**src/hdl/sbl_pkg.sv**
```systemverilog
package sbl_pkg;

  // Field widths of the item and result words
  localparam int ACTION_W = 2;
  localparam int BIN_W    = 11;
  localparam int SLOT_W   = 12;
  localparam int VALUE_W  = 16;
  localparam int ID_W     = 16;
  localparam int RANGE_W  = 13;

  // Action codes
  localparam logic [ACTION_W-1:0] ACT_WR_OFS = 2'd0;
  localparam logic [ACTION_W-1:0] ACT_WR_ID  = 2'd1;
  localparam logic [ACTION_W-1:0] ACT_FIND   = 2'd2;
  localparam logic [ACTION_W-1:0] ACT_REMOVE = 2'd3;

  // Sequencer states
  typedef enum logic [3:0] {
    S_CLEAR,
    S_IDLE,
    S_OFS1,
    S_OFS2,
    S_TREAD,
    S_TDATA,
    S_CDATA,
    S_DECIDE,
    S_BS,
    S_BSCMP,
    S_SHIFT,
    S_FIX,
    S_FIX2,
    S_DONE
  } state_t;

  // Finished result handed from the sequencer to the output register
  typedef struct packed {
    logic               valid;
    logic [RANGE_W-1:0] range_begin;
    logic [RANGE_W-1:0] range_end;
    logic               bin_emptied;
  } resp_t;

endpackage

```
**src/hdl/sbl_ctrl.sv**
```systemverilog
module sbl_ctrl #(
  parameter int          STORE_SLOTS = 4096,
  parameter int          BIN_COUNT   = 1024,
  parameter logic [32:0] ID_LIMIT    = 33'd65534,
  parameter int          STORE_AW    = $clog2(STORE_SLOTS),
  parameter int          OFS_W       = $clog2(STORE_SLOTS + 1),
  parameter int          OFS_AW      = $clog2(BIN_COUNT + 1),
  parameter int          FLG_AW      = (BIN_COUNT > 1) ? $clog2(BIN_COUNT) : 1
) (
  input  logic                         clk,
  input  logic                         rst_n,
  // item channel
  input  logic                         in_valid,
  output logic                         in_stall,
  input  logic [sbl_pkg::ACTION_W-1:0] in_action,
  input  logic [sbl_pkg::BIN_W-1:0]    in_bin_index,
  input  logic [sbl_pkg::SLOT_W-1:0]   in_slot,
  input  logic [sbl_pkg::VALUE_W-1:0]  in_write_value,
  input  logic [sbl_pkg::ID_W-1:0]     in_remove_id,
  // result toward the output register
  output sbl_pkg::resp_t               resp,
  input  logic                         resp_take,
  // offset table
  output logic                         ofs_we,
  output logic [OFS_AW-1:0]            ofs_waddr,
  output logic [OFS_W-1:0]             ofs_wdata,
  output logic [OFS_AW-1:0]            ofs_raddr,
  input  logic [OFS_W-1:0]             ofs_rdata,
  // identifier store
  output logic                         st_we,
  output logic [STORE_AW-1:0]          st_waddr,
  output logic [sbl_pkg::ID_W-1:0]     st_wdata,
  output logic [STORE_AW-1:0]          st_raddr,
  input  logic [sbl_pkg::ID_W-1:0]     st_rdata,
  // empty flags
  output logic                         flg_we,
  output logic [FLG_AW-1:0]            flg_waddr,
  output logic                         flg_wdata,
  output logic [FLG_AW-1:0]            flg_raddr,
  input  logic                         flg_rdata
);

  localparam logic [FLG_AW-1:0] CLR_LAST = FLG_AW'(BIN_COUNT - 1);

  sbl_pkg::state_t                state_r, state_nxt;
  logic [FLG_AW-1:0]              clr_r, clr_nxt;
  logic [sbl_pkg::ACTION_W-1:0]   act_r, act_nxt;
  logic [sbl_pkg::BIN_W-1:0]      bin_r, bin_nxt;
  logic [sbl_pkg::ID_W-1:0]       rid_r, rid_nxt;
  logic [OFS_W-1:0]               beg_r, beg_nxt;
  logic [OFS_W-1:0]               bend_r, bend_nxt;
  logic [OFS_W-1:0]               end_r, end_nxt;
  logic [OFS_W-1:0]               lo_r, lo_nxt;
  logic [OFS_W-1:0]               hi_r, hi_nxt;
  logic [OFS_W-1:0]               idx_r, idx_nxt;
  logic [STORE_AW-1:0]            mid_r, mid_nxt;
  logic [sbl_pkg::ID_W-1:0]       tail_r, tail_nxt;
  logic [sbl_pkg::ID_W-1:0]       cnt_r, cnt_nxt;
  logic                           flag_r, flag_nxt;
  logic                           emptied_r, emptied_nxt;
  logic [OFS_W-1:0]               mid_full;
  logic [OFS_W-1:0]               room;

  // Control registers
  always_ff @(posedge clk) begin
    if (!rst_n) begin
      state_r <= sbl_pkg::S_CLEAR;
      clr_r   <= '0;
    end else begin
      state_r <= state_nxt;
      clr_r   <= clr_nxt;
    end
  end

  // Working registers
  always_ff @(posedge clk) begin
    act_r     <= act_nxt;
    bin_r     <= bin_nxt;
    rid_r     <= rid_nxt;
    beg_r     <= beg_nxt;
    bend_r    <= bend_nxt;
    end_r     <= end_nxt;
    lo_r      <= lo_nxt;
    hi_r      <= hi_nxt;
    idx_r     <= idx_nxt;
    mid_r     <= mid_nxt;
    tail_r    <= tail_nxt;
    cnt_r     <= cnt_nxt;
    flag_r    <= flag_nxt;
    emptied_r <= emptied_nxt;
  end

  // Shared search and bound arithmetic
  assign mid_full = lo_r + ((hi_r - lo_r) >> 1);
  assign room     = bend_r - beg_r - OFS_W'(2);

  // Hand the finished word to the output register
  assign in_stall              = (state_r != sbl_pkg::S_IDLE);
  assign resp.valid            = (state_r == sbl_pkg::S_DONE);
  assign resp.range_begin      = sbl_pkg::RANGE_W'(beg_r);
  assign resp.range_end        = sbl_pkg::RANGE_W'(end_r);
  assign resp.bin_emptied      = emptied_r;

  // Sequencer: next state and memory controls
  always_comb begin
    state_nxt   = state_r;
    clr_nxt     = clr_r;
    act_nxt     = act_r;
    bin_nxt     = bin_r;
    rid_nxt     = rid_r;
    beg_nxt     = beg_r;
    bend_nxt    = bend_r;
    end_nxt     = end_r;
    lo_nxt      = lo_r;
    hi_nxt      = hi_r;
    idx_nxt     = idx_r;
    mid_nxt     = mid_r;
    tail_nxt    = tail_r;
    cnt_nxt     = cnt_r;
    flag_nxt    = flag_r;
    emptied_nxt = emptied_r;
    ofs_we      = 1'b0;
    ofs_waddr   = OFS_AW'(in_bin_index);
    ofs_wdata   = '0;
    ofs_raddr   = OFS_AW'(in_bin_index);
    st_we       = 1'b0;
    st_waddr    = '0;
    st_wdata    = '0;
    st_raddr    = '0;
    flg_we      = 1'b0;
    flg_waddr   = FLG_AW'(in_bin_index);
    flg_wdata   = 1'b0;
    flg_raddr   = FLG_AW'(in_bin_index);

    unique case (state_r)
      // Sweep the empty flags to zero after reset
      sbl_pkg::S_CLEAR: begin
        flg_we    = 1'b1;
        flg_waddr = clr_r;
        clr_nxt   = clr_r + FLG_AW'(1);
        if (clr_r == CLR_LAST) begin
          state_nxt = sbl_pkg::S_IDLE;
        end
      end

      // Take a word; loads finish here, lookups start reading the bin offset
      sbl_pkg::S_IDLE: begin
        if (in_valid) begin
          act_nxt     = in_action;
          bin_nxt     = in_bin_index;
          rid_nxt     = in_remove_id;
          beg_nxt     = '0;
          end_nxt     = '0;
          emptied_nxt = 1'b0;
          state_nxt   = sbl_pkg::S_DONE;
          unique case (in_action)
            sbl_pkg::ACT_WR_OFS: begin
              if (32'(in_bin_index) <= 32'(BIN_COUNT)) begin
                ofs_we = 1'b1;
                if (32'(in_write_value) > 32'(STORE_SLOTS)) begin
                  ofs_wdata = OFS_W'(STORE_SLOTS);
                end else begin
                  ofs_wdata = OFS_W'(in_write_value);
                end
              end
              if (32'(in_bin_index) < 32'(BIN_COUNT)) begin
                flg_we = 1'b1;
              end
            end
            sbl_pkg::ACT_WR_ID: begin
              if (32'(in_slot) < 32'(STORE_SLOTS)) begin
                st_we    = 1'b1;
                st_waddr = STORE_AW'(in_slot);
                st_wdata = in_write_value;
              end
            end
            sbl_pkg::ACT_FIND, sbl_pkg::ACT_REMOVE: begin
              if (32'(in_bin_index) < 32'(BIN_COUNT)) begin
                state_nxt = sbl_pkg::S_OFS1;
              end
            end
            default: ;
          endcase
        end
      end

      // Capture begin offset and flag, read end offset
      sbl_pkg::S_OFS1: begin
        ofs_raddr = OFS_AW'(bin_r) + OFS_AW'(1);
        beg_nxt   = ofs_rdata;
        flag_nxt  = flg_rdata;
        state_nxt = sbl_pkg::S_OFS2;
      end

      sbl_pkg::S_OFS2: begin
        bend_nxt  = ofs_rdata;
        end_nxt   = beg_r;
        state_nxt = sbl_pkg::S_TREAD;
      end

      // Empty, flagged or reversed bin ends here; otherwise fetch the tail marker
      sbl_pkg::S_TREAD: begin
        if (!(beg_r < bend_r) || flag_r) begin
          state_nxt = sbl_pkg::S_DONE;
        end else begin
          st_raddr  = STORE_AW'(bend_r - OFS_W'(1));
          state_nxt = sbl_pkg::S_TDATA;
        end
      end

      // Decode the tail marker
      sbl_pkg::S_TDATA: begin
        tail_nxt  = st_rdata;
        state_nxt = sbl_pkg::S_DECIDE;
        if ({17'd0, st_rdata} == ID_LIMIT) begin
          end_nxt = bend_r - OFS_W'(1);
        end else if ({17'd0, st_rdata} == ID_LIMIT + 33'd1) begin
          if ((bend_r - beg_r) >= OFS_W'(2)) begin
            st_raddr  = STORE_AW'(bend_r - OFS_W'(2));
            state_nxt = sbl_pkg::S_CDATA;
          end
        end else begin
          end_nxt = bend_r;
        end
      end

      // Clamp the count word to the room before it
      sbl_pkg::S_CDATA: begin
        cnt_nxt = st_rdata;
        if (32'(st_rdata) < 32'(room)) begin
          end_nxt = beg_r + OFS_W'(st_rdata);
        end else begin
          end_nxt = bend_r - OFS_W'(2);
        end
        state_nxt = sbl_pkg::S_DECIDE;
      end

      // Finish a find, drop a lone entry, or start the search
      sbl_pkg::S_DECIDE: begin
        state_nxt = sbl_pkg::S_DONE;
        if (act_r == sbl_pkg::ACT_REMOVE && end_r > beg_r) begin
          if ((end_r - beg_r) == OFS_W'(1)) begin
            flg_we      = 1'b1;
            flg_waddr   = FLG_AW'(bin_r);
            flg_wdata   = 1'b1;
            end_nxt     = beg_r;
            emptied_nxt = 1'b1;
          end else begin
            lo_nxt    = beg_r;
            hi_nxt    = end_r;
            state_nxt = sbl_pkg::S_BS;
          end
        end
      end

      // Probe the midpoint, or start the shift at the lower bound
      sbl_pkg::S_BS: begin
        if (lo_r < hi_r) begin
          mid_nxt   = STORE_AW'(mid_full);
          st_raddr  = STORE_AW'(mid_full);
          state_nxt = sbl_pkg::S_BSCMP;
        end else begin
          idx_nxt = lo_r;
          if (lo_r + OFS_W'(1) < end_r) begin
            st_raddr  = STORE_AW'(lo_r + OFS_W'(1));
            state_nxt = sbl_pkg::S_SHIFT;
          end else begin
            state_nxt = sbl_pkg::S_FIX;
          end
        end
      end

      // Narrow the search window
      sbl_pkg::S_BSCMP: begin
        if (st_rdata < rid_r) begin
          lo_nxt = OFS_W'(mid_r) + OFS_W'(1);
        end else begin
          hi_nxt = OFS_W'(mid_r);
        end
        state_nxt = sbl_pkg::S_BS;
      end

      // Move one entry down per cycle, reading ahead by one
      sbl_pkg::S_SHIFT: begin
        st_we    = 1'b1;
        st_waddr = STORE_AW'(idx_r);
        st_wdata = st_rdata;
        idx_nxt  = idx_r + OFS_W'(1);
        if (idx_r + OFS_W'(2) < end_r) begin
          st_raddr = STORE_AW'(idx_r + OFS_W'(2));
        end else begin
          state_nxt = sbl_pkg::S_FIX;
        end
      end

      // Rewrite the marker or the count word
      sbl_pkg::S_FIX: begin
        end_nxt   = end_r - OFS_W'(1);
        st_we     = 1'b1;
        state_nxt = sbl_pkg::S_DONE;
        if (end_r == bend_r) begin
          st_waddr = STORE_AW'(bend_r - OFS_W'(1));
          st_wdata = sbl_pkg::ID_W'(ID_LIMIT);
        end else if ({17'd0, tail_r} == ID_LIMIT) begin
          st_waddr  = STORE_AW'(bend_r - OFS_W'(1));
          st_wdata  = sbl_pkg::ID_W'(ID_LIMIT + 33'd1);
          state_nxt = sbl_pkg::S_FIX2;
        end else begin
          st_waddr = STORE_AW'(bend_r - OFS_W'(2));
          st_wdata = cnt_r - sbl_pkg::ID_W'(1);
        end
      end

      // Store the new live count after converting to the count form
      sbl_pkg::S_FIX2: begin
        st_we     = 1'b1;
        st_waddr  = STORE_AW'(bend_r - OFS_W'(2));
        st_wdata  = sbl_pkg::ID_W'(end_r - beg_r);
        state_nxt = sbl_pkg::S_DONE;
      end

      // Hold the result until the output register takes it
      sbl_pkg::S_DONE: begin
        if (resp_take) begin
          state_nxt = sbl_pkg::S_IDLE;
        end
      end

      default: state_nxt = sbl_pkg::S_IDLE;
    endcase
  end

endmodule

```
**config.mk**
```make
export PLATFORM = sky130hd
export DESIGN_NAME = sbl_ctrl
export DESIGN_NICKNAME = d
export VERILOG_FILES = /design/src/hdl/sbl_pkg.sv /design/src/hdl/sbl_ctrl.sv
export SDC_FILE = /design/constraint.sdc
export NUM_CORES = 1
export LEC_CHECK = 0
export ABC_CLOCK_PERIOD_IN_PS = 7300
export BUFFER_PORTS_ARGS = -buffer_cell sky130_fd_sc_hd__buf_2
export CAP_MARGIN = 20
export CELL_PAD_IN_SITES_DETAIL_PLACEMENT = 1
export CELL_PAD_IN_SITES_GLOBAL_PLACEMENT = 2
export CORE_MARGIN = 2
export CORE_UTILIZATION = 37
export CTS_BUF_LIST = sky130_fd_sc_hd__clkbuf_8
export DETAILED_ROUTE_END_ITERATION = 12
export PLACE_DENSITY_LB_ADDON = 0.1
export SLEW_MARGIN = 20
export SYNTH_ARGS = -nofsm -noshare
export SYNTH_HDL_FRONTEND = slang
export SYNTH_SLANG_ARGS = --single-unit
```
**constraint.sdc**
```tcl
create_clock -name clk -period 7.3 [get_ports clk]
set_input_delay 1.46 -clock clk [delete_from_list [all_inputs] [get_ports clk]]
set_output_delay 1.46 -clock clk [all_outputs]
set_load 0.02 [all_outputs]
```
Word level (Yosys, flattened, before mapping):

Cells that the tools add are included.

* add/sub/neg operators: 17
* order comparisons: 11
* equality and inequality tests: 35
* muxes and demuxes: 80
* reductions and logical operators: 21

Operator list (number)
* $mux W13: 18
* $mux W12: 11
* $pmux W13 S2: 4
* $pmux W12 S4: 2
* $pmux W13 S6: 1
* $mux W16: 4
* $pmux W16 S4: 1
* $pmux W4 S14: 1
* $lt A13 B13 Y1: 4
* $eq A16 B16 Y1 const B: 3
* $sub A13 B13 Y13: 3
* $mux W4: 7
* $add A13 B1 Y13 const B: 2
* $sub A13 B1 Y13 const B: 2
* $sub A13 B2 Y13 const B: 2
* $eq A4 B4 Y1 const B: 6
* $mux W1: 21
* $mux W10: 2
* $pmux W10 S2: 1
* $ne A2 B2 Y1 const B: 9
* $eq A4 B3 Y1 const B: 4
* $gt A16 B13 Y1 const B: 1
* $lt A16 B13 Y1: 1
* $lt A16 B16 Y1: 1
* 39 further kinds: 53

* flip-flop bits (word level): 167
* input bits: 91

Longest topological paths before layout:

* word-level depth: 6
* mapped depth: 23

Least setup slack after synthesis:

Ideal clock, no wire load.

* kind: flip-flop to flip-flop
* start: reg end_r[0]
* end: reg hi_r[0], enable pin
* data arrival time: 4.862 ns
* data required time: 6.844 ns
* path slack: 1.982 ns
* cell stages (with the launch flop): 12
* clock period less this slack: 5.318 ns
* cell sequence: edfxtp_1 inv_1 ha_1 fa_1 nor2b_1 o31a_1 o22ai_1 o311ai_0 a21oi_1 nand4b_1 and2_1 a2111oi_0

* word-level cells in the longest chain between the ends: 4
* elaborated cells on any way between the ends: 7

Ends and longest elaborated chain
* start: declaration: RTL line sbl_ctrl.sv:52 `logic [OFS_W-1:0] end_r, end_nxt;`
* start signal: assignment: RTL line sbl_ctrl.sv:82 `end_r <= end_nxt;`
* $sub A13 B13 Y13 / $gt A13 B13 Y1 (equally long branches): RTL line sbl_ctrl.sv:242, sbl_ctrl.sv:241
* $eq A13 B1 Y1 / $logic_and A1 B1 Y1 (equally long branches): RTL line sbl_ctrl.sv:242, sbl_ctrl.sv:241
* $ne A2 B2 Y1 (no source line)
* $reduce_and A4 Y1 (no source line) *
* end signal: assignment: RTL line sbl_ctrl.sv:84 `hi_r <= hi_nxt;`
* end: declaration: RTL line sbl_ctrl.sv:54 `logic [OFS_W-1:0] hi_r, hi_nxt;`

Mark *: on every way between the ends. The rest lies on a longest branch, timed or not.
A chain may end at the register's enable or synchronous reset.

Worst setup path after layout:

* start: reg bend_r[0]
* end: out st_raddr[7]

* word-level cells in the longest chain between the ends: 6
* elaborated cells on any way between the ends: 12

Ends and longest elaborated chain
* start: declaration: RTL line sbl_ctrl.sv:51 `logic [OFS_W-1:0] bend_r, bend_nxt;`
* start signal: assignment: RTL line sbl_ctrl.sv:81 `bend_r <= bend_nxt;`
* $sub A13 B13 Y13: RTL line sbl_ctrl.sv:218 `if ((bend_r - beg_r) >= OFS_W'(2)) begin`
* $ge A13 B2 Y1: RTL line sbl_ctrl.sv:218
* $mux W12: RTL line sbl_ctrl.sv:218
* $mux W12: RTL line sbl_ctrl.sv:217 `end else if ({17'd0, st_rdata} == ID_LIMIT + 33'd1) begin`
* $mux W12: RTL line sbl_ctrl.sv:215 `if ({17'd0, st_rdata} == ID_LIMIT) begin`
* $pmux W12 S4 *: RTL line sbl_ctrl.sv:135 `unique case (state_r)`
* end: declaration: RTL line sbl_ctrl.sv:33 `output logic [STORE_AW-1:0] st_raddr,`

Marks and branches as above.

==> results by stage <==
Run status:
- The run finished with clean final reports.

STA:
- The count of final max-slew check failures is 0.
- The final clock skew is roughly 0.037 ns.
- The measured slew at the worst slew-check pin is roughly 1.2 ns.
- Setup repair after global routing left no endpoint under its margin.
- In the final timing run, aggregate negative setup slack is 0 ns.
- The normalized max-slew margin is between 20% and 30%.
- After layout, the worst path uses between 90% and 100% of the clock period.
- The number of hold violations in the final report was 0.
- Setup violations remaining at the end of the flow were counted as 0.
- Timing would allow up to 0.150 GHz.
- After layout, the minimum clock period comes to between 6 and 7 ns.

Worst setup path:
- The signal on the critical path passes through inv_1 -> ha_1 -> fa_1 -> nand2b_1 -> a211oi_2 -> o221ai_2 -> mux2_4 -> or4_4 -> o41ai_4 -> nand3_2 -> a22o_1 -> a221o_1 -> buf_2.
- The arrival time of the worst setup path is approximately 5.2 ns.
- STA classifies the critical path endpoint as an output pin.
- The launching element type of the critical path is a flip-flop.
- For this run, the slowest stage of the critical path takes slightly above 0.6 ns.
- The depth of the worst register-to-register path is 21.
- The cell with the largest stage delay on the worst path is edfxtp_1.
- For flop-to-flop paths, the worst setup slack is around 1.4 ns.
- The critical path class is flip-flop to output pin.
- In this run the worst path has a maximum fanout of 9.
- Data on the critical path is required at its endpoint by between 5 and 6 ns.

Cells and area:
- In the final layout, the share of cells above drive strength 1 is between 10% and 20%.
- Compared with the post-synthesis result, the final layout area differs by 13.3%.
- Fill cells in the final layout number 4588.
- In the final design database the tool counted 2048 nets.
- Summing all multi-input logic gate instances after layout gives around 0.0091 mm2.
- Once layout is complete, the cells apart from fillers number about 2.4k.
- The register area is between 0.004 and 0.005 mm2.

Synth:
- The cell count after synthesis is 1654.
- The cell area that synthesis handed to floorplanning was between 0.01 and 0.015 mm2.
- The number of nets produced by synthesis is about 1.9k.
- The sequential element share of the synthesized area is about a third.
- The synthesized design contains approximately 150 enable-type register cells.
- The post-synthesis register bit count is ~170.
- The fraction of synthesis flops using an asynchronous set or reset pin is 0%.
- The average instance in the mapped netlist occupies 8.86 um2.
- The number of distinct library cell variants in the gate-level netlist after synthesis is 80.
- The most used flip-flop cell after synthesis is edfxtp_1.
- During synthesis, Yosys emitted a total of 0 warnings.

Floorplanning:
- The initial core utilization is a little under two fifths.
- During I/O placement, the number of pins put on the boundary was 219.
- The die covers roughly 0.041 mm2.
- The die width is around 200 um.
- The core region is 0.0388 mm2.
- The number of placement rows is 72.
- In this run the vertical extent of the chip is slightly above 200 um.

Global routing:
- For this run, the total global-route usage over all layers was measured as between 30 and 40%.
- Entering global routing, the biggest net connects 37 pins.
- The initial antenna violation count is 1.
- After global routing the overflow that remains totals 0.
- The via count of the first global-routing pass is between 10k and 15k.
- The first-pass GRT wire length is just under 100000 um.

Clock network:
- The TritonCTS clock tree is done.
- The later pin in the worst-skew pair is clocked with a latency of between 0.5 and 0.6 ns.
- The longest clock path from root to sink contains 2 buffers.
- The clock transition at the register clock pins on the worst setup and hold paths after CTS is 0.14 ns.
- The tree is rooted in a clkbuf_8.
- The number of CTS-inserted buffers is 17.
- The total number of clock tree sinks is roughly 170.
- Once the clock tree was built, the setup fixing pass inserted 0 buffers.
- The number of resized instances in the post-cts repair step is 0.
- The level count of the clock H-tree is 4.
- The number of buffers inserted for hold repair after clock tree synthesis is 0.

Place:
- The post-DP HPWL is between 50000 and 60000 um.
- The routability congestion estimate from global placement is roughly 1.
- Including well taps, the total number of placed cells is between 2k and 2.5k.
- The number of input and output port buffers inserted is 218.

Route:
- The detailed-routing iteration count for the pre-antenna-repair pass is 6.
- The remaining design rule violation count is 0.
- The count of nets left with antenna violations once routing finished came out at 0.
- The wire length after detailed routing is between 60000 and 70000 um.
- For this block, the initial DRC count from the detailed router was between 1k and 1.5k.
- The count of vias placed by the detailed router is between 10k and 15k.
- The average vias per placed instance is between 6 and 7.
- After detailed routing, the average wire length per cell comes to about 28 um.

Power:
- Net switching is approximately 28% of the power.
- The total power per unit cell area is between 100 and 150 mW/mm2.
- The combinational fraction of design power is roughly 7.3%.
- Summed over all cells, the static leakage comes to 6.77 nW.
- The internal power consumption is roughly 0.0014 W.
- In this run, flip-flops and latches consume a little over half of the power.
- The net switching power is ~0.00053 W.
- IR analysis of the VDD net gives a maximum drop of between 0.1 and 0.15 mV.
- The part of the total power dissipated in the clock network is between 30% and 40%.

Hold path:
- The worst hold path passes through 2 cells.
- The path category of the worst min-delay check is flip-flop to flip-flop.

Run:
- Across the run, the number of max-cap violations was 0.
==> stage by stage <==
stage	power (W)	utilization (%)	setup slack (ns)	hold slack [ns]	area (um2)
after global placement	0.00119	41.8	1.36	0.497	16200
after CTS	0.00190	42.7	0.689	0.537	16600
final	0.00189	42.8	0.649	0.544	16600
after detailed placement	0.00120	41.8	1.35	0.519	16200
after global routing	0.00195	42.7	0.463	0.594	16600
after floorplan	0.00112	-	1.98	0.473	14600
==> path summary, 6_finish.rpt <==
| path | start | to |
|---|---|---|
| worst min register to register | clr_r[9] | clr_r[9] |
| worst max-delay path | bend_r[0] | st_raddr[7] |
| worst min-delay path | clr_r[9] | clr_r[9] |
| worst max register to register | bend_r[0] | end_r[0] |
==> final cells by class <==
| cell class | count | share of cell area (%) |
|---|---|---|
| repair buffers | 244 | 7.75 |
| multi-input cells | 1304 | 54.6 |
| flip-flops and latches | 167 | 29.4 |
| inverters | 93 | 2.10 |
| clock buffers | 17 | 1.41 |
| well taps | 518 | 3.90 |
| clock inverters | 15 | 0.844 |
| diodes | 1 | 0.0151 |
==> per-layer routing <==
metal  routed length [um]  track usage, %  up-vias
met5                    0               0        -
met4                 3250            16.1        0
met3                 4270            6.20      122
met2                30400            50.9      495
met1                28700            41.7     7133
li1                     -               -     6454
==> power by group through the flow <==
| stage | sequential (W) | combinational (W) | clock, W |
|---|---|---|---|
| floorplan | 0.00106 | 0.0000665 | 0 |
| global placement | 0.00106 | 0.000136 | 0 |
| detailed placement | 0.00106 | 0.000138 | 0 |
| CTS | 0.00104 | 0.000139 | 0.000729 |
| global route | 0.00104 | 0.000149 | 0.000759 |
| finish | 0.00104 | 0.000139 | 0.000717 |
==> worst max-delay path, delay by kind of cell, from the launching register on <==
| family | cells | cell delay (ns) |
|---|---|---|
| adder cells (fa/ha/maj) | 2 | 0.68 |
| AO/OA/AOI/OAI | 5 | 1.69 |
| buffers and inverters | 2 | 0.34 |
| flip-flops | 1 | 0.62 |
| multiplexers | 1 | 0.33 |
| AND/OR/NAND/NOR | 3 | 0.96 |
==> cell usage in the layout (no fill, tap or decap), types with 29 or more instances in the layout <==
cell and count:
nor2_1 115, a21oi_1 84, buf_2 218, inv_1 95, edfxtp_1 153, ha_1 125
xnor2_1 113, nand3_1 57, xor2_1 65, and2_1 35, nand4_1 29, nand2_1 159
nor3_1 35, o21ai_0 103
==> sequential cells by signal, indices dropped and copies added, names as in the netlist <==
| name | count |
|---|---|
| bend_r | 13 |
| emptied_r | 1 |
| flag_r | 1 |
| bin_r | 11 |
| rid_r | 16 |
| beg_r | 13 |
| hi_r | 13 |
| act_r | 2 |
| lo_r | 13 |
| cnt_r | 16 |
| clr_r | 10 |
| mid_r | 12 |
| end_r | 13 |
| idx_r | 13 |
| tail_r | 16 |
| state_r | 4 |
==> cells in the mapped netlist (6+ instances only) <==
master     number  area share, %
a2111oi_0       6           0.36
a211oi_1       16           0.82
a21o_1         23            1.2
a21oi_1        86            2.9
a221o_1        15            1.0
a221oi_1       16           0.96
a222oi_1       25            1.7
a22oi_1         7           0.36
a31oi_1        11           0.47
and2_1         35            1.5
and3_1         26            1.1
buf_4          23            1.2
clkbuf_1       63            1.6
dfxtp_1        14            1.9
edfxtp_1      153             31
ha_1          125             11
inv_1          93            2.4
nand2_1       159            4.1
nand2b_1       15           0.64
nand3_1        57            1.9
nand4_1        29            1.2
nor2_1        118            3.0
nor2b_1        20           0.85
nor3_1         39            1.3
nor3b_1         8           0.41
nor4_1         19           0.81
o211ai_1       19           0.97
o21a_1         16           0.82
o21ai_0       103            3.5
o21ai_1         6           0.21
o21bai_1        8           0.41
o221ai_1        7           0.42
o31a_1          6           0.36
or2_2          10           0.43
or3_1           9           0.38
or4_1           7           0.36
xnor2_1       113            6.8
xor2_1         65            3.9
==> cells by family after synthesis <==
| logic type | after synthesis | synth area share [%] |
|---|---|---|
| and+or+nand+nor | 572 | 19.4 |
| adders and majority gates | 130 | 11.4 |
| AOI/OAI and AO/OA | 416 | 19.4 |
| buffers and inverters | 183 | 5.31 |
| xor gates and xnor gates | 178 | 10.6 |
| DFF | 167 | 33.3 |
| muxes | 8 | 0.598 |
Note: power is estimated with default switching activity, not from simulation.
